File: src/hdl/sst_pkg.sv
// Package for the sorted-list Tanimoto block: sizes, item kinds and the
// command/status structs between controller and datapath.
// No dependencies.
`timescale 1ns / 1ps

package sst_pkg;

  localparam int MAX_LEN   = 1024;
  localparam int FRAC_BITS = 16;

  localparam int ADDR_W = $clog2(MAX_LEN);
  localparam int LEN_W  = ADDR_W + 1;
  localparam int UNI_W  = LEN_W + 1;
  localparam int WORD_W = 32;
  localparam int KIND_W = 2;
  localparam int SIM_W  = FRAC_BITS + 1;

  // dividend is common_count shifted up by the fraction bits
  localparam int DVD_W     = LEN_W + FRAC_BITS;
  localparam int DIV_CNT_W = $clog2(DVD_W + 1);

  localparam logic [KIND_W-1:0] KIND_PUSH_A = 2'd0;
  localparam logic [KIND_W-1:0] KIND_PUSH_B = 2'd1;
  localparam logic [KIND_W-1:0] KIND_FINISH = 2'd2;

  localparam logic [SIM_W-1:0] SIM_ONE = SIM_W'(1) << FRAC_BITS;

  typedef struct packed {
    logic push_a;
    logic push_b;
    logic walk_init;
    logic walk_step;
    logic div_init;
    logic div_step;
    logic load_out;
  } ctrl_cmd_t;

  typedef struct packed {
    logic walk_done;
    logic div_done;
    logic out_full;
  } dp_status_t;

endpackage

File: src/hdl/sst_ctrl.sv
// Controller state machine: takes input transactions, sequences the merge
// walk, the division and the result load. Depends on sst_pkg.
`timescale 1ns / 1ps

module sst_ctrl (
  input  logic                        clk,
  input  logic                        rst_n,
  input  logic                        in_valid,
  input  logic [sst_pkg::KIND_W-1:0]  in_kind,
  output logic                        in_ready,
  input  sst_pkg::dp_status_t         status,
  output sst_pkg::ctrl_cmd_t          cmd
);

  localparam logic [2:0] S_IDLE    = 3'd0;
  localparam logic [2:0] S_WALK_RD = 3'd1;
  localparam logic [2:0] S_WALK_CMP = 3'd2;
  localparam logic [2:0] S_DIV     = 3'd3;
  localparam logic [2:0] S_DONE    = 3'd4;

  logic [2:0] state_r, state_nxt;
  logic       take;

  assign in_ready = (state_r == S_IDLE);
  assign take     = in_valid && in_ready;

  always_comb begin
    state_nxt = state_r;
    cmd       = '0;
    case (state_r)
      S_IDLE: begin
        cmd.push_a = take && (in_kind == sst_pkg::KIND_PUSH_A);
        cmd.push_b = take && (in_kind == sst_pkg::KIND_PUSH_B);
        if (take && (in_kind == sst_pkg::KIND_FINISH)) begin
          cmd.walk_init = 1'b1;
          state_nxt     = S_WALK_RD;
        end
      end
      // read data for the current pointers lands at the end of this cycle
      S_WALK_RD: begin
        if (status.walk_done) begin
          cmd.div_init = 1'b1;
          state_nxt    = S_DIV;
        end else begin
          state_nxt = S_WALK_CMP;
        end
      end
      S_WALK_CMP: begin
        cmd.walk_step = 1'b1;
        state_nxt     = S_WALK_RD;
      end
      S_DIV: begin
        if (status.div_done) begin
          state_nxt = S_DONE;
        end else begin
          cmd.div_step = 1'b1;
        end
      end
      S_DONE: begin
        if (!status.out_full) begin
          cmd.load_out = 1'b1;
          state_nxt    = S_IDLE;
        end
      end
      default: begin
        state_nxt = S_IDLE;
      end
    endcase
  end

  always_ff @(posedge clk) begin
    if (!rst_n) begin
      state_r <= S_IDLE;
    end else begin
      state_r <= state_nxt;
    end
  end

endmodule

File: config.mk
export PLATFORM = sky130hd
export DESIGN_NAME = sst_ctrl
export DESIGN_NICKNAME = d
export VERILOG_FILES = /design/src/hdl/sst_pkg.sv /design/src/hdl/sst_ctrl.sv
export SDC_FILE = /design/constraint.sdc
export NUM_CORES = 1
export LEC_CHECK = 0
export ABC_AREA = 1
export BUFFER_PORTS_ARGS = -buffer_cell sky130_fd_sc_hd__buf_2
export CAP_MARGIN = 20
export CORE_AREA = 2 2 39 41
export DETAILED_ROUTE_END_ITERATION = 10
export DIE_AREA = 0 0 41 43
export GPL_ROUTABILITY_DRIVEN = 0
export GPL_TIMING_DRIVEN = 0
export PLACE_DENSITY_LB_ADDON = 0.1
export SLEW_MARGIN = 20
export SYNTH_ARGS = -nofsm -noshare
export SYNTH_HDL_FRONTEND = slang
export SYNTH_SLANG_ARGS = --single-unit
File: constraint.sdc
create_clock -name clk -period 1.1 [get_ports clk]
set_input_delay 0.11 -clock clk [delete_from_list [all_inputs] [get_ports clk]]
set_output_delay 0.11 -clock clk [all_outputs]
set_load 0.05 [all_outputs]
# ---- Yosys cells after proc, flatten, opt, wreduce, memory -nomap -nowiden
# Cells that the tools add are included.
dict set report totals {
  regBits 3
  inputBits 8
  output_inout_bits 8
  word_cells 31
}
dict set report op_classes {
  mux 14
  eq_ne 9
  reduce_logical 7
}
# op n
set op_table {}
lappend op_table {{one-hot mux 3 bit (5 select lines)} 1}
lappend op_table {{two-way mux 3 bit} 4}
lappend op_table {{two-way mux 1 bit} 9}
lappend op_table {{equality test 3 x 2 -> 1 bit, second input constant} 2}
lappend op_table {{logical AND 1 bit} 4}
lappend op_table {{!= test 2 bit, second input constant} 2}
lappend op_table {{equality test 3 x 1 -> 1 bit, second input constant} 1}
lappend op_table {{equality test 3 bit, second input constant} 1}
lappend op_table {{zero test 3 bit} 1}
lappend op_table {{AND reduction 3 bit} 1}
lappend op_table {{equality test 2 x 1 -> 1 bit, second input constant} 1}
lappend op_table {{equality test 2 bit, second input constant} 1}
lappend op_table {{zero test 2 bit} 1}
lappend op_table {{!= test 2 x 1 -> 1 bit, second input constant} 1}

# ---- Longest topological paths before layout
dict set report logic_depth {
  depth_word 5
  depth_mapped 7
  mapped_depth_nobuf 7
}

# ---- Worst setup path before layout
# No wires, ideal clock.
dict set report synth_timing {
  path_kind {register to output}
  start {register state_r[2]}
  end {output port cmd[5] (netlist bit)}
  stages_incl_launch_ff 6
  path_slack_ns -1.003
  path_buffers 0
  arrival_ns 1.993
  path_cell_list {dfxtp_1 inv_1 nand2_2 nor2_4 nand2_1 nor3_1}
}
# element line
set synth_rtl {}
lappend synth_rtl {{start, declared} sst_ctrl.sv:21} ;# logic [2:0] state_r, state_nxt;
lappend synth_rtl {{start signal, assigned} sst_ctrl.sv:75} ;# state_r <= state_nxt;
lappend synth_rtl {{end, declared} sst_ctrl.sv:12} ;# output sst_pkg::ctrl_cmd_t cmd

==> impl_metrics.csv <==
group,metric,value,unit
placed_design,place_inst,67,
run_status,violations,"setup timing",
finish,insertedDiodeCount,0,
sta,slew_headroom,78.6,%
route,remaining_drc_errors,0,
route,drtIter0Drc,0,
critical_path,critPathMostFrequentCell,"nand2_4",
floorplan,start_util,16.1,%
clock_tree,cts_made_buffers,3,
pwr,power.leakage,0.296,nW
critical_path,cp_max_fo,4,
finish,regArea,68.8,sq um
sta,fin_worst_skew,0.00170,ns
synth,synth_cell_types,14,
critical_path,arrival,1.20,ns
clock_tree,cts-hold-fix-buffers,0,
global_routing,grt_pass1_vias,307,
synth,synth_top_area_cell,"dfxtp_1",
sta,rsz0062_at_grt,"true",
synth,synth_area_leaders,"dfxtp_1, inv_1, nand2_1, nand3_1, nand2_2",
route,via_count,340,
clock_tree,cts.sinks,3,
clock_tree,cts_tree,"built",
sta,hold_violations,0,
floorplan,die_x,41,um
global_routing,grt_antenna_before_repair,0,
synth,synth_top_area_share,27.0,%
finish,fill_cells,152,
floorplan,rows,14,
synth,async_reset_ff_share,0,%
pwr,p_per_area,982,nW/um^2
placed_design,place_hpwl,502,um
finish,syn2layout_area_growth,165,%
global_routing,grt-ovfl-total,0,
floorplan,io_pins,16,
global_routing,met1_usage,11.2,%
pwr,peakVddDrop,478,uV
sta,whs,0.0830,ns
finish,top_regs,"state_r (3)",
critical_path,crit_slowest_cell,"dfxtp_2",
sta,worst_pin_slew,0.313,ns
sta,slew_violations,0,
synth,synth_seq_cells,3,
synth,netlist_top_cells_count,"inv_1, nand2_1, dfxtp_1, nand3_1, nor2_1",
route,wl_per_cell,9.20,um
global_routing,grtUsageMet3,4.71,%
critical_path,critPathLaunchType,"flop",
synth,synth_nets,44,
sta,finalSetupViolations,10,
clock_tree,clock-root-buffer,"clkbuf_4",
run_status,status,"complete, but fails checks",
sta,setup_ws,-0.210,ns
floorplan,die_y,43,um
synth,synth-edff-count,0,
clock_tree,cts.clk_slew.worst_paths,0.04,ns
route,firstDrtPassIters,1,
job,maxCapViolations,0,
synth,synthFlopType,"dfxtp_1",
critical_path,cp_slowest_stage_delay,0.34,ns
finish,final_cell_count_no_fill,82,
critical_path,crit_chain,"inv_4 > nand2_4 > nor2_4 > nand2_4 > nor3_4 > buf_6",
critical_path,critical-path-top-delay-family,"simple AND/OR/NAND/NOR gates",
synth,post-synth-top-count-cell,"inv_1",
clock_tree,clock_latency,0.23,ns
global_routing,grt_max_degree,7,
hold_path,min_path_type,"in -> reg",
finish,fin_util,42.7,%
finish,largest_reg_flops,3,
placed_design,port_buffers,15,
sta,min_period,1.31,ns
synth,synth_cells,36,
finish,layout-drive-gt1-share,75.8,%
clock_tree,htreeDepth,1,
synth,synth_area,223,sq um
sta,clock.fmax,0.763,GHz
global_routing,grt_pass1_wl,1140,um
finish,fin_nets,75,
global_routing,met2_usage,14.7,%
global_routing,grt.busiest_layer,"met2",
route,vias_per_cell,4.15,
sta,finalCritPeriodShare,119,%
global_routing,grt.total_usage,9.43,%
floorplan,core-area,1380,sq um
finish,multiInputGateArea,196,sq um
route,finalWirelength,754,um
critical_path,worst_ep_required_time,0.99,ns
floorplan,die-area,1760,sq um
synth,syn_area_per_cell,6.19,sq um
route,antenna_left,0,
sta,tns,-1.42,ns
critical_path,critical_path_class,"reg -> out",
synth,synth_seq_area_share,27.0,%
placed_design,place_ws,-0.187,ns
critical_path,worst-path-buf-inv,2,
critical_path,cp-end-kind,"output port",
synth,ys.warnings.count,0,
clock_tree,max-clock-path-buffers,2,
finish,largest_register,"state_r",
==> metal layers <==
layer | share of wire, % | vias to the layer above | routed length, um
met1 | 34 | 158 | 259
li1 | - | 174 | -
met2 | 60 | 8 | 453
met4 | 0 | 0 | 0
met5 | 0 | - | 0
met3 | 5.4 | 0 | 41
==> worst paths after layout <==
path | startpoint | end | slack [ns] | depth (start not counted)
worst max register to register | state_r[0] | state_r[0] | -0.08 | 9
worst min register to register | state_r[2] | state_r[1] | 0.48 | 1
worst min-delay path | status[1] | state_r[1] | 0.08 | 2
worst max-delay path | state_r[2] | cmd[5] | -0.21 | 6
==> where the power goes <==
group | internal (mW) | switching (mW) | leakage, nW | total, mW
clock network | 0.136 | 0.0580 | 0.0150 | 0.194
registers | 0.116 | 0.0150 | 0.0264 | 0.131
logic | 0.114 | 0.141 | 0.255 | 0.255
==> metrics by stage <==
step	area (sq um)	power, mW
floorplan	269	0.255
global placement	364	0.301
detailed placement	364	0.299
CTS	522	0.557
global route	591	0.615
finish	591	0.580
==> final cells by class <==
cell class / count / share of cell area [%]
flip-flops and latches: 3 / 11.7
inverters: 10 / 7.63
multi-input cells: 23 / 33.3
repair buffers: 26 / 39.6
clock buffers: 4 / 4.45
well taps: 16 / 3.39
==> kinds of logic after synthesis <==
kind of cell | after synthesis | share of synthesized area [%]
and+or+nand+nor | 19 | 43.8
buffers and inverters | 10 | 16.9
AOI/OAI and AO/OA | 4 | 12.4
DFF | 3 | 27.0
==> layout by cell type, fill, tap and decap left out <==
master / instances
a2111oi_0: 1
a21oi_1: 2
buf_2: 7
buf_4: 7
buf_6: 9
buf_8: 3
clkbuf_1: 1
clkbuf_4: 3
dfxtp_2: 1
dfxtp_4: 2
inv_1: 5
inv_2: 2
inv_4: 3
nand2_1: 2
nand2_2: 2
nand2_4: 3
nand3_1: 3
nand4_1: 1
nor2_1: 1
nor2_4: 4
nor3_4: 2
nor4_2: 1
o21ai_2: 1
==> timing repair <==
action,in CTS,in global routing
endpoints found under the setup margin,10,9
endpoints found under the hold margin,0,0
pin swaps,6,4
buffers inserted,6,5
gates resized for setup,28,11
Power figures use the tool's default switching activity.
